==> config.mk <==
export PLATFORM = sky130hd
export DESIGN_NAME = ngl_factor
export DESIGN_NICKNAME = d
export VERILOG_FILES = /design/src/rtl/ngl_pkg.sv /design/src/rtl/ngl_factor.sv
export SDC_FILE = /design/constraint.sdc
export NUM_CORES = 1
export LEC_CHECK = 0
export ABC_AREA = 1
export BUFFER_PORTS_ARGS = -buffer_cell sky130_fd_sc_hd__buf_2
export CORE_MARGIN = 2
export CORE_UTILIZATION = 62
export DETAILED_ROUTE_END_ITERATION = 16
export PLACE_DENSITY = 0.8
export SETUP_SLACK_MARGIN = 0.1
export SLEW_MARGIN = 20
export SYNTH_ARGS = -nofsm -noshare
export SYNTH_HDL_FRONTEND = slang
export SYNTH_SLANG_ARGS = --single-unit
export TNS_END_PERCENT = 10
==> constraint.sdc <==
create_clock -name clk -period 14.2 [get_ports clk]
set_clock_uncertainty 0.15 [all_clocks]
set_input_delay 2.84 -clock clk [delete_from_list [all_inputs] [get_ports clk]]
set_output_delay 2.84 -clock clk [all_outputs]
set_load 0.01 [all_outputs]
==> src/rtl/ngl_pkg.sv <==
// ----------------------------------------------------------------------------
// ngl_pkg: shared types and constants
// Payload structs and fixed widths for the normalized graph Laplacian block.
// ----------------------------------------------------------------------------
package ngl_pkg;

	localparam int MAX_SIZE_DEF = 64;
	localparam int SIZE_W       = 7;
	localparam int IDX_W        = 6;
	localparam int WEIGHT_W     = 16;
	localparam int DEG_W        = 22;
	localparam int FACTOR_W     = 18;
	localparam int VALUE_W      = 17;

	localparam logic [1:0] KIND_WRITE  = 2'd0;
	localparam logic [1:0] KIND_FINISH = 2'd1;
	localparam logic [1:0] KIND_READ   = 2'd2;
	localparam logic [1:0] KIND_UNUSED = 2'd3;

	typedef struct packed {
		logic [1:0]          kind;
		logic [IDX_W-1:0]    row;
		logic [IDX_W-1:0]    col;
		logic [WEIGHT_W-1:0] weight;
	} cmd_t;

	typedef struct packed {
		logic signed [VALUE_W-1:0] value;
		logic [IDX_W-1:0]          col_index;
		logic                      last;
		logic                      zero_degree;
	} res_t;

endpackage

==> src/rtl/ngl_factor.sv <==
// ----------------------------------------------------------------------------
// ngl_factor: inverse square root unit
// Computes floor(sqrt(2^45 / d)) saturated to 18 bits: a restoring divide,
// then a 23-step bit-pair square root.
// ----------------------------------------------------------------------------
module ngl_factor
	import ngl_pkg::*;
(
	input  logic                clk,
	input  logic                arst_n,
	input  logic                go,
	input  logic [DEG_W-1:0]    degree,
	output logic                done,
	output logic [FACTOR_W-1:0] factor
);

	typedef enum logic [1:0] {S_IDLE, S_DIV, S_SQRT, S_DONE} st_t;

	st_t              st_q;
	logic [5:0]       cnt_q;
	logic [45:0]      quot_q;
	logic [DEG_W:0]   rem_q;
	logic [DEG_W-1:0] den_q;
	logic [45:0]      rad_q;
	logic [22:0]      sres_q;
	logic [47:0]      srem_q;
	logic [FACTOR_W-1:0] factor_q;

	logic [DEG_W:0]   rem_sh;
	logic [47:0]      srem_sh;
	logic [47:0]      trial;

	always_comb begin
		rem_sh  = {rem_q[DEG_W-1:0], (cnt_q == 6'd45)};
		srem_sh = {srem_q[45:0], rad_q[45:44]};
		trial   = {23'd0, sres_q, 2'b01};
	end

	always_ff @(posedge clk or negedge arst_n) begin
		if (!arst_n) begin
			st_q <= S_IDLE;
			cnt_q <= '0;
		end else begin
			unique case (st_q)
				S_IDLE: if (go) begin
					den_q  <= degree;
					rem_q  <= '0;
					quot_q <= '0;
					cnt_q  <= 6'd45;
					st_q   <= S_DIV;
				end
				S_DIV: begin
					// one quotient bit a cycle; dividend is a single one at bit 45
					if (rem_sh >= {1'b0, den_q}) begin
						rem_q  <= rem_sh - {1'b0, den_q};
						quot_q <= {quot_q[44:0], 1'b1};
					end else begin
						rem_q  <= rem_sh;
						quot_q <= {quot_q[44:0], 1'b0};
					end
					if (cnt_q == 6'd0) begin
						st_q  <= S_SQRT;
						cnt_q <= 6'd22;
					end else begin
						cnt_q <= cnt_q - 6'd1;
					end
				end
				S_SQRT: begin
					if (srem_sh >= trial) begin
						srem_q <= srem_sh - trial;
						sres_q <= {sres_q[21:0], 1'b1};
					end else begin
						srem_q <= srem_sh;
						sres_q <= {sres_q[21:0], 1'b0};
					end
					rad_q <= {rad_q[43:0], 2'b00};
					if (cnt_q == 6'd0) st_q <= S_DONE;
					else cnt_q <= cnt_q - 6'd1;
				end
				S_DONE: st_q <= S_IDLE;
				default: st_q <= S_IDLE;
			endcase
			if (st_q == S_DIV && cnt_q == 6'd0) begin
				rad_q  <= (rem_sh >= {1'b0, den_q}) ? {quot_q[44:0], 1'b1}
				                                    : {quot_q[44:0], 1'b0};
				sres_q <= '0;
				srem_q <= '0;
			end
			if (st_q == S_SQRT && cnt_q == 6'd0) begin
				factor_q <= (srem_sh >= trial)
					? (sres_q[21:17] != 0 ? {FACTOR_W{1'b1}} : {sres_q[16:0], 1'b1})
					: (sres_q[21:17] != 0 ? {FACTOR_W{1'b1}} : {sres_q[16:0], 1'b0});
			end
		end
	end

	assign done   = (st_q == S_DONE);
	assign factor = factor_q;

endmodule

[Yosys cells after proc, flatten, opt, wreduce, memory -nomap -nowiden]
Cells that the tools add are included.
Word-level totals
  logic and storage cells: 59
  output and inout port bits: 19
  register bits: 232
  bits of input ports: 25
Operators by class
  $add $sub $neg: 3
  reductions and logical operators: 14
  eq/ne operators: 8
  magnitude comparators: 2
  mux-type cells: 23
Operators by type and width (number)
  $mux W48: 2
  $mux W46: 2
  $pmux W45 S2: 1
  $mux W18: 3
  $ge A48 B25 Y1: 1
  $sub A48 B25 Y48: 1
  $mux W45: 1
  $mux W22: 2
  $pmux W22 S2: 1
  $ge A23 B22 Y1: 1
  $mux W23: 1
  $sub A22 B22 Y22: 1
  $mux W6: 3
  $pmux W6 S3: 1
  $reduce_and A3 Y1: 4
  $ne A2 B2 Y1 const B: 4
  $pmux W2 S4: 1
  $eq A6 B6 Y1 const B: 1
  $logic_not A6 Y1: 1
  $mux W2: 3
  $sub A6 B1 Y6 const B: 1
  $reduce_bool A5 Y1: 1
  $eq A2 B2 Y1 const B: 2
  $reduce_and A2 Y1: 2
  6 further kinds: 9

[Longest topological paths before layout]
  word-level depth: 4
  depth in mapped cells: 17
  gate-level depth less buffers: 17

[Least setup slack after synthesis]
No wires, ideal clock.
  path kind: input -> register
  from: input port arst_n
  to: register quot_q[0] (enable)
  arrival: 7873 ps
  data required time: 13458 ps
  cell stages on the path: 2
  library setup time: 592 ps
  path slack: 5585 ps
  path buffers: 0
  cells stage by stage: inv_1 > a211oi_1
On the way
  word-level cells in the longest chain between the ends: 1
Ends and longest elaborated chain
  start: declaration: RTL line ngl_factor.sv:10  | input logic arst_n,
  $reduce_and A3 Y1 (no source line)
  end signal: assignment: RTL line ngl_factor.sv:56  | quot_q <= {quot_q[44:0], 1'b1};
  end signal: assignment: RTL line ngl_factor.sv:59  | quot_q <= {quot_q[44:0], 1'b0};
  end: declaration: RTL line ngl_factor.sv:21  | logic [45:0] quot_q;
Every way passes these cells.
A chain may end at the register's enable or synchronous reset.

[Final worst setup path]
  from: register st_q[0]
  to: output port done
On the way
  word-level cells in the longest chain between the ends: 1
Ends and longest elaborated chain
  start: declaration: RTL line ngl_factor.sv:19  | st_t st_q;
  start signal: assignment: RTL line ngl_factor.sv:41  | st_q <= S_IDLE;
  start signal: assignment: RTL line ngl_factor.sv:50  | st_q <= S_DIV;
  start signal: assignment: RTL line ngl_factor.sv:62  | st_q <= S_SQRT;
  $eq A2 B2 Y1: RTL line ngl_factor.sv:97  | assign done = (st_q == S_DONE);
  end: declaration: RTL line ngl_factor.sv:13  | output logic done,
Every way passes these cells.

==> results.md <==
* Power Dens Cells at 222.7 mW/mm^2
* Port Buffers at 43
* First-pass GRT wire length at 50560 um
* Clock Tree Buf Depth at 3
* Gr ovfl total at 0
* Fmax at 0.2294 GHz
* Final Non-Filler Cells at 2101
* Combinational group share of total power at 0.468
* Most common cell after layout, fill and taps aside: nand2_1
* Remaining DRCs at 0
* Synthesized Nets at 1838
* Int Power at 1.943 mW
* Outcome: finished, final reports clean
* RSZ-0062 raised after global routing: false
* Syn Inst Count at 1759
* Setup slack, reg-to-reg at 10.28 ns
* Clock slew at reported path FFs at 0.06 ns
* WS Path Type: reg -> out
* Synth top area cells: edfxtp_1 47%, nand2_1 17%, inv_1 7.2%
* Setup Viol. Count Final at 0
* Yosys reg bits at 230
* Total Routed Length at 30150 um
* Clock sinks at 230
* Dpl cell area at 0.01450 mm^2
* Die height at 154.5 um
* Worst Setup End Kind: output pin
* Fin area at 0.01536 mm^2
* Critical path depth at 2
* Critical-path maximum fanout at 3
* Initial Util at 0.6260
* Drt pass-1 iters at 6
* Max Slew Vio Count at 0
* Share of post-route cells with drive strength above 1 at 0.08700
* Post-synthesis sequential area ratio at 0.4889
* Vias in the first global route at 10854
* CTS tree: built
* Clk root buf: clkbuf_16
* Switching Fraction at 0.4319
* Clock share of power at 0.194
* CP cell instances: ha_1 > buf_2
* Area Growth Syn to Fin at 9.345%
* Setup_tns at 0 ns
* Crit path launch: st_q[0]
* Die Wd at 154.5 um
* Iteration-0 DRC Markers at 763
* Yosys warning total at 0
* Final min period at 4.360 ns
* Final Hold Slack at 0.3599 ns
* Num ports at 44
* Final Wtd Congestion at 0.9812
* Std cell rows at 55
* Final layout net count at 1876
* Most frequent cells in the layout: 628 x nand2_1, 269 x inv_1, 222 x edfxtp_1
* Setup Fix Bufs, Post-CTS at 0
* Worst path slowest cell: dfrtp_1
* Fill count at 1827
* WP buf/inv at 1
* Worst EP arrival at 1.37 ns
* Synth Area per Inst at 7.984 um^2
* CP top delay family: flip-flops
* Initial antenna violation count at 1
* Max H-tree Level at 1
* Max rail drop VDD at 137.9 uV
* CP max stage delay at 0.41 ns
* Crit path to: done
* Clk Latency, worst-skew pair at 0.54 ns
* Share of power burned in registers at 0.338
* Wire per inst at 14.35 um
* Largest net degree at the start of global routing at 65
* Launch point of the worst reg-to-reg path: st_q[0]
* Critical path required time at 11.21 ns
* Startpoint types: flop
* Vias per cell at 5.357
* Final period util at 0.3071
* CTS resizes at 0
* DR vias at 11256
* Max transition margin at 0.2969
* TritonCTS Buffers at 25
* Antenna cells at 0
* Max Cap Violations at 0
* Overall routing resource usage at 0.2570
* Core ar. at 0.02243 mm^2
* Syn Std Cell Area at 0.01404 mm^2
* Leakage at 7.312 nW
* HP Class: reg -> reg
* Routed Antenna Nets at 0
* Synth top area share at 0.4747
* P_sw at 1.477 mW
* Worst Max-Slew Pin Slew at 1.048 ns
* Final hold violation count at 0
* Leading area contributor after synthesis: edfxtp_1
* Placed Instances at 2055
* DP HPWL at 21250 um
* Full die area at 0.02387 mm^2
* Hold_buf cts at 0
* Register-to-Register Path Depth at 8
* Distinct cells, synth at 45
* R2R Path End: srem_q[17]
-- kinds of logic (layout without fill, tap and decap cells) --
logic type | after synthesis | in the layout | share of synthesized area
simple gates | 928 | 928 | 0.2706
buf+inv | 328 | 385 | 0.09399
flops | 230 | 230 | 0.4889
compound gates | 184 | 184 | 0.07599
fa+ha+maj | 54 | 54 | 0.04864
xor+xnor | 35 | 35 | 0.02183
-- registers in the layout, indices dropped and copies added, names as in the netlist --
| name | flops |
|---|---|
| den_q | 22 |
| rem_q | 22 |
| st_q | 2 |
| factor | 18 |
| srem_q | 46 |
| sres_q | 23 |
| rad_q | 46 |
| quot_q | 45 |
| cnt_q | 6 |
-- synthesized netlist by cell type, drive strengths merged --
library cell / count
edfxtp: 222
a22oi: 4
a21boi: 1
inv: 285
nand3b: 7
or2: 1
nor3: 20
o21a: 3
buf: 21
nand2: 636
dfrtp: 8
nor2: 163
a21oi: 72
xnor2: 22
a21o: 3
a211oi: 2
and2: 2
o22ai: 25
nor4: 1
clkbuf: 22
nand3: 75
o21bai: 3
nand4: 23
o21ai: 64
fa: 1
xor2: 13
ha: 53
o211ai: 7
-- layer usage --
| layer | wire length [um] | GRT usage |
|---|---|---|
| met5 | 7 | 0 |
| met2 | 14510 | 0.4517 |
| met4 | 1175 | 0.1023 |
| met1 | 12980 | 0.3256 |
| met3 | 1477 | 0.03054 |
-- how the worst min path moves through the flow --
| stage | from | end | slack [ns] | cells after the start |
|---|---|---|---|---|
| after floorplan | rad_q[8] | rad_q[10] | 0.34 | 2 |
| after global placement | rad_q[18] | rad_q[20] | 0.34 | 2 |
| after detailed placement | rad_q[16] | rad_q[18] | 0.35 | 2 |
| after CTS | rad_q[16] | rad_q[18] | 0.36 | 2 |
| after global routing | rad_q[16] | rad_q[18] | 0.38 | 2 |
| final | rad_q[24] | rad_q[26] | 0.36 | 2 |
-- through the flow --
stage	setup slack, ns	util	total power, mW
final	9.840	0.6846	3.421
after global routing	9.790	0.6846	3.693
after CTS	9.671	0.6840	3.415
after detailed placement	9.107	0.6462	2.737
after global placement	9.216	0.6462	2.687
after floorplan	5.585	-	2.367
-- area by class of cell --
| type | count | area, um^2 | share of cell area |
|---|---|---|---|
| Multi-Input combinational cell | 1201 | 5912 | 0.3850 |
| Tap cell | 285 | 356.6 | 0.02322 |
| Timing Repair Buffer | 54 | 300.3 | 0.01955 |
| Clock inverter | 20 | 220.2 | 0.01434 |
| Clock buffer | 26 | 629.4 | 0.04098 |
| Inverter | 285 | 1072 | 0.06982 |
| Sequential cell | 230 | 6867 | 0.4471 |
-- worst min-delay path, cell delays in order (launching register included) --
cell and delay [ns]:
edfxtp_1 0.32, nand2_1 0.05, nand2_1 0.04
-- power groups by stage --
stage	registers, mW	clock network [mW]	logic (mW)
after global placement	1.16	0	1.53
final	1.16	0.663	1.60
after floorplan	1.13	0	1.23
after CTS	1.15	0.674	1.59
after global routing	1.18	0.695	1.82
after detailed placement	1.16	0	1.57
(Power assumes the default switching activity.)
